$ cat src/rtl/tcw_pkg.sv
`timescale 1ns / 1ps

package tcw_pkg;

    localparam int CELL_W     = 16;
    localparam int CFG_IDX_W  = 2;
    localparam int CFG_DATA_W = 4;

    localparam logic [CFG_IDX_W-1:0] CFG_FG = 2'd0;
    localparam logic [CFG_IDX_W-1:0] CFG_BG = 2'd1;

    localparam logic [7:0] CHAR_NL    = 8'h0A;
    localparam logic [7:0] CHAR_SPACE = 8'h20;
    localparam logic [7:0] RESET_ATTR = 8'hF0;

    typedef enum logic [2:0] {
        OP_PUT   = 3'd0,
        OP_MOVE  = 3'd1,
        OP_SYNC  = 3'd2,
        OP_CLEAR = 3'd3,
        OP_READ  = 3'd4
    } op_t;

    typedef enum logic [1:0] {
        PM_HOLD,
        PM_MAP,
        PM_INC,
        PM_ZERO
    } pos_mode_t;

    typedef enum logic [2:0] {
        ST_INIT,
        ST_IDLE,
        ST_EXEC,
        ST_RDWAIT,
        ST_SCROLL,
        ST_FILL,
        ST_CLR
    } state_t;

    typedef struct packed {
        logic [2:0] op;
        logic [7:0] char_code;
        logic [7:0] col;
        logic [7:0] row;
    } cmd_t;

    typedef struct packed {
        logic [6:0]  cursor_col;
        logic [4:0]  cursor_row;
        logic [10:0] hw_cursor_pos;
        logic [7:0]  cell_char;
        logic [7:0]  cell_attr;
        logic        scrolled;
        logic        ignored;
    } rsp_t;

endpackage

$ cat src/rtl/tcw_pos_unit.sv
`timescale 1ns / 1ps

// Shared linear-address unit: row * COLS + col, increment, zero or hold.
module tcw_pos_unit #(
    parameter int COLS = 80,
    parameter int ROWS = 25
) (
    input  logic                                 clk,
    input  logic                                 rst_n,
    input  tcw_pkg::pos_mode_t                   mode,
    input  logic [$clog2(ROWS)-1:0]              row,
    input  logic [$clog2(COLS)-1:0]              col,
    output logic [$clog2(COLS*ROWS)-1:0]         pos
);

    localparam int AW = $clog2(COLS * ROWS);

    logic [AW-1:0] pos_reg;
    logic [AW-1:0] pos_next;

    always_comb
    begin
        case (mode)
            tcw_pkg::PM_MAP:  pos_next = AW'(AW'(row) * AW'(COLS) + AW'(col));
            tcw_pkg::PM_INC:  pos_next = pos_reg + AW'(1);
            tcw_pkg::PM_ZERO: pos_next = '0;
            default:          pos_next = pos_reg;
        endcase
    end

    always_ff @(posedge clk or negedge rst_n)
    begin
        if (!rst_n)
        begin
            pos_reg <= '0;
        end
        else
        begin
            pos_reg <= pos_next;
        end
    end

    assign pos = pos_reg;

endmodule
$ cat config.mk
export PLATFORM = sky130hd
export DESIGN_NAME = tcw_pos_unit
export DESIGN_NICKNAME = d
export VERILOG_FILES = /design/src/rtl/tcw_pkg.sv /design/src/rtl/tcw_pos_unit.sv
export SDC_FILE = /design/constraint.sdc
export NUM_CORES = 1
export LEC_CHECK = 0
export ABC_AREA = 1
export BUFFER_PORTS_ARGS = -buffer_cell sky130_fd_sc_hd__buf_2
export CORE_UTILIZATION = 47
export CTS_BUF_LIST = sky130_fd_sc_hd__clkbuf_4 sky130_fd_sc_hd__clkbuf_8 sky130_fd_sc_hd__clkbuf_16
export CTS_CLUSTER_SIZE = 28
export DETAILED_ROUTE_END_ITERATION = 12
export MAX_ROUTING_LAYER = met4
export PLACE_DENSITY = 0.8
export SYNTH_ARGS = -nofsm -noshare
export SYNTH_HDL_FRONTEND = slang
export SYNTH_SLANG_ARGS = --single-unit
$ cat constraint.sdc
create_clock -name clk -period 1.2 [get_ports clk]
set_input_delay 0.24 -clock clk [delete_from_list [all_inputs] [get_ports clk]]
set_output_delay 0.24 -clock clk [all_outputs]
set_load 0.01 [all_outputs]
==> results.cfg, run 1 <==
[outcome]
outcome = finished with violations
violations = setup timing

[clocking]
cts_tree = done
clock_latency_ps = 290
clockBufferDepth = 2
cts_inserted_buffers = 3
path_clk_slew_ps = 90
clockRootBuffer = clkbuf_4
htreeDepth = 1
numClockSinks = 11

[layout]
seq_area_um2 = 279
final_common_cell = nand2_1
drive_above_1_share_pct = 51.5
antennaDiodeCount = 0
largest_register_ffs = 11
multi_input_area_um2 = 842
fin_area_um2 = 1720
syn_to_final_growth_pct = 69.3
nets = 233
fin_util_pct = 86.1
n_fill_cell = 103
final_cell_mix = nand2_1, buf_4, buf_2, nand3_1, buf_6

[global_routing]
grt_pass1_wl_um = 5330
grt_use_total_pct = 30.3
grt_pass1_vias = 1276
grt_max_degree = 12
antenna_found_initial = 0
gr-total-overflow = 0

[timing]
finalClockSkew_ps = 3.94
rsz0062_at_grt = yes
finalHoldViolations = 0
finalCriticalPeriod_ps = 1640
setup_ws_ps = -436
fin_crit_sh_pct = 136
drv_slew = 0
max_freq_ghz = 0.611
worst_pin_slew_ps = 283
relSlewSlack_pct = 81.1
setup_violations = 11

[power]
comb_power_share_pct = 52.0
clkPwrFrac_pct = 19.0
pwr-share-seq_pct = 29.0
p_leak_uw = 0.000860
power_density_nw_per_um2 = 968
switching_share_pct = 38.7
power.switching_uw = 645
ir_worst_vdd_mv = 0.632
p_int_uw = 1020

[floorplan]
boundaryPins = 27
dieArea_um2 = 2360
rows = 16
initial_core_util_pct = 50.9
die_w_um = 48.6
die_h_um = 48.6
core_um2 = 2000

[synthesis]
synth_edf_count = 0
ys_ff_latch = 11
async_reset_ff_share_pct = 100
syn_area_per_cell_um2 = 7.17
synth_area_um2 = 1020
ys_seq_area_share_pct = 27.0
yosys_warnings = 0
synth_area_leaders = dfrtp_1, nand2_1, ha_1
ys_types = 28
synth_top_area_share_pct = 27.0
synth_top_cell_by_area = dfrtp_1
synth_top_flop_cell = dfrtp_1
synth_nets = 170
syn_inst = 142

[routing]
ant_nets = 0
drt_iter0_drc = 34
first_pass_iters = 4
drc = 0
wl_per_cell_um = 14.8
drt_wl_total_um = 3430
vias_per_cell = 5.51
vias = 1273

[worst_setup_path]
crit_required_ps = 1390
start_kind = input pin
cp_data_arrival_time_ps = 1820
timing.rr.start = pos[1]
criticalPathCategory = input pin to register
cp-end-kind = register
startpoint = row[1]
cp_max_fo = 2

[placed_design]
io_buffer_count = 26
gp_congestion = 0.891
dp_hpwl_um = 2310
place_area_um2 = 1440

[flow_run]
cap_violations = 0

[min_path]
min_from = col[1]
worstHoldPathType = input pin to register
final cells by class:
class | count | area share (%)
clock buffers | 4 | 1.74
multi-input cells | 110 | 48.8
inverters | 20 | 4.35
well taps | 27 | 1.96
flip-flops and latches | 11 | 16.2
repair buffers | 59 | 26.9
cells by family after synthesis:
kind of cell / after synthesis / synth area share, %
and+or+nand+nor: 81 / 36.6
adders and majority gates: 12 / 16.2
buffers and inverters: 21 / 7.86
xor gates and xnor gates: 1 / 0.860
DFF: 11 / 27.0
AOI/OAI and AO/OA: 16 / 11.4
power by group through the flow:
stage                     logic (uW)  registers (uW)  clock network, uW
after global placement           630             478                  0
after floorplan                  319             521                  0
final                            868             483                317
after global routing             933             491                328
after CTS                        749             480                306
after detailed placement         658             484                  0
synth_stat cells (all sizes together) (2+ instances only):
cell type  number
fa              2
nand2          43
nor3            4
a221oi          2
dfrtp          11
a22oi           4
nor2           10
ha             10
o21ai           3
nand3          22
a21oi           3
inv            19
routing by layer:
layer  part of all wire [%]  routed length (um)  GRT usage, %
met2                     54                1830          56.3
met3                    5.7                 197          3.14
met1                     38                1300          31.4
met4                    2.9                  98          15.7
met5                      0                   0             -
what timing repair did:
item / 4_1_cts / 5_1_grt
endpoints found under the hold margin: 11 / 0
pin swaps: 6 / 16
gates resized for setup: 19 / 28
setup buffers: 3 / 5
hold buffers: 1 / 0
cloned: 0 / 0
setup endpoints to repair: 10 / 16
path summary, 6_finish.rpt:
kind | slack, ps | end | cells after the start
hold reg to reg | 550 | pos[10] | 2
setup reg to reg | -200 | pos[10] | 8
min in group asynchronous | 350 | pos[8] | 2
hold / removal | 190 | pos[1] | 3
max in group asynchronous | 620 | pos[1] | 2
setup / recovery | -440 | pos[10] | 14
through the flow:
| stage | std cells | hold slack [ps] | setup TNS (ps) | total power [uW] | setup WS [ps] |
|---|---|---|---|---|---|
| floorplan | 142 | -55.6 | -1350 | 839 | -491 |
| global placement | 221 | 125 | -2750 | 1110 | -630 |
| detailed placement | 221 | 130 | -3060 | 1140 | -681 |
| CTS | 229 | 188 | -1490 | 1530 | -368 |
| global route | 231 | 181 | -2330 | 1750 | -532 |
| finish | 231 | 187 | -1750 | 1670 | -436 |
critical path: stages:
cell     delay (ps)
buf_8           100
ha_4            230
ha_4            160
fa_1            430
inv_1            90
nand2_1          80
nand2_2         100
nand3_2          80
inv_1            50
nand2_1          40
nand3_1          60
nand2_1          50
nand2_1          50
nand2_1          40
(Power assumes the default switching activity.)
==> inputs of run 2 (changes only) <==
==> constraint.sdc (replaced) <==
create_clock -name clk -period 1.2 [get_ports clk]
set_input_delay 0.24 -clock clk [delete_from_list [all_inputs] [get_ports clk]]
set_output_delay 0.24 -clock clk [all_outputs]
set_load 0.05 [all_outputs]
==> results.cfg, run 2 (synthesis gave the netlist of run 1 again) <==
[floorplan]
boundaryPins = 27
die_h_um = 48.6
initial_core_util_pct = 50.9
dieArea_um2 = 2360
die_w_um = 48.6
rows = 16
core_um2 = 2000

[min_path]
worstHoldPathType = input pin to register

[timing]
setup_ws_ps = -521
setup_violations = 15
relSlewSlack_pct = 78.6
finalClockSkew_ps = 5.38
finalCriticalPeriod_ps = 1720
fin_crit_sh_pct = 143
worst_pin_slew_ps = 321
finalHoldViolations = 0
max_freq_ghz = 0.581
drv_slew = 0
rsz0062_at_grt = yes

[layout]
antennaDiodeCount = 0
fin_cells = 234
final_common_cell = nand2_1
largest_register_ffs = 11
nets = 236
final_cell_mix = nand2_1, buf_4, nand3_1, buf_2, buf_6
drive_above_1_share_pct = 57.5
syn_to_final_growth_pct = 78.5

[outcome]
violations = setup timing
outcome = finished with violations

[clocking]
numClockSinks = 11
cts_inserted_buffers = 3
cts_tree = done
clockRootBuffer = clkbuf_4
clockBufferDepth = 2
clock_latency_ps = 290
htreeDepth = 1
path_clk_slew_ps = 90

[routing]
drt_wl_total_um = 4450
ant_nets = 0
vias_per_cell = 6.08
drc = 0
wl_per_cell_um = 19.0
drt_iter0_drc = 58
first_pass_iters = 5
vias = 1423

[power]
ir_worst_vdd_mv = 0.982
p_leak_uw = 0.000884
power_density_nw_per_um2 = 1100
pwr-share-seq_pct = 24.7
clkPwrFrac_pct = 15.6
switching_share_pct = 44.8
p_int_uw = 1100
power_uw = 1990
power.switching_uw = 894
comb_power_share_pct = 59.8

[global_routing]
grt_pass1_wl_um = 5580
grt_max_degree = 12
grt_pass1_vias = 1222
grt_use_total_pct = 31.9
antenna_found_initial = 0
gr-total-overflow = 0

[placed_design]
dp_hpwl_um = 2230
gp_congestion = 0.856
io_buffer_count = 26
pre_cts_slack_ps = -678
dp.cells = 218

[worst_setup_path]
crit_required_ps = 1430
cp_data_arrival_time_ps = 1950
start_kind = input pin
criticalPathCategory = input pin to register
cp-end-kind = register
cp_max_fo = 3

[flow_run]
cap_violations = 0
[run 2: cell types whose count changed in the layout (fill, tap and decap cells not counted), sizes merged]
cell | previous run | this run
clkbuf | 4 | 6
buf | 58 | 59
[run 2: critical path, cell delays in order]
cell	delay, ps
buf_8	100
ha_4	230
ha_4	170
fa_2	560
nand2_2	70
inv_4	80
nand3_4	70
nand3_1	120
nand3_1	100
nand2_1	80
nand2_1	60
nand2_1	60
[run 2: power groups by stage]
| stage | sequential [uW] | combinational [uW] | clock [uW] |
|---|---|---|---|
| final | 492 | 1190 | 310 |
| after CTS | 484 | 973 | 290 |
| after detailed placement | 489 | 832 | 0 |
| after global placement | 482 | 807 | 0 |
| after global routing | 496 | 1240 | 313 |
| after floorplan | 704 | 324 | 0 |
[run 2: routing by layer]
| metal | vias up | share of wire, % | GRT usage [%] |
|---|---|---|---|
| met3 | 32 | 8.0 | 3.14 |
| met1 | 655 | 36 | 36.1 |
| li1 | 608 | - | - |
| met4 | 0 | 6.7 | 17.2 |
| met2 | 128 | 49 | 55.4 |
| met5 | - | 0 | - |
[run 2: final cells by class]
class / instances / area, um^2
Inverter: 20 / 80.1
Multi-Input combinational cell: 110 / 863
Sequential cell: 11 / 283
Clock buffer: 4 / 30.0
Tap cell: 27 / 33.8
Timing Repair Buffer: 62 / 528
Fill cell: 83 / 184
[run 2: timing repair]
action,CTS,global route
hold buffers,1,0
endpoints found under the setup margin,13,19
pin swaps,13,15
endpoints found under the hold margin,11,0
buffers inserted,4,10
resized for setup,37,37
[run 2: worst paths after layout]
path	from	endpoint	slack (ps)	cells past startpoint
worst max-delay path	row[3]	pos[10]	-520	12
worst min-delay path	col[1]	pos[1]	180	3
worst max register to register	pos[0]	pos[10]	-270	8
worst min register to register	pos[10]	pos[10]	560	2
max in group asynchronous	rst_n	pos[5]	610	2
min in group asynchronous	rst_n	pos[4]	350	2
[run 2: through the flow]
step                      setup TNS [ps]  instance area [um^2]  hold slack, ps  util (%)
after floorplan                    -1800                  1100           -55.6         -
after global placement             -2710                  1440             130      71.7
after detailed placement           -2970                  1440             134      71.7
after CTS                          -1610                  1640             187      82.1
after global routing               -3020                  1820             208      90.8
final                              -2620                  1820             178      90.8
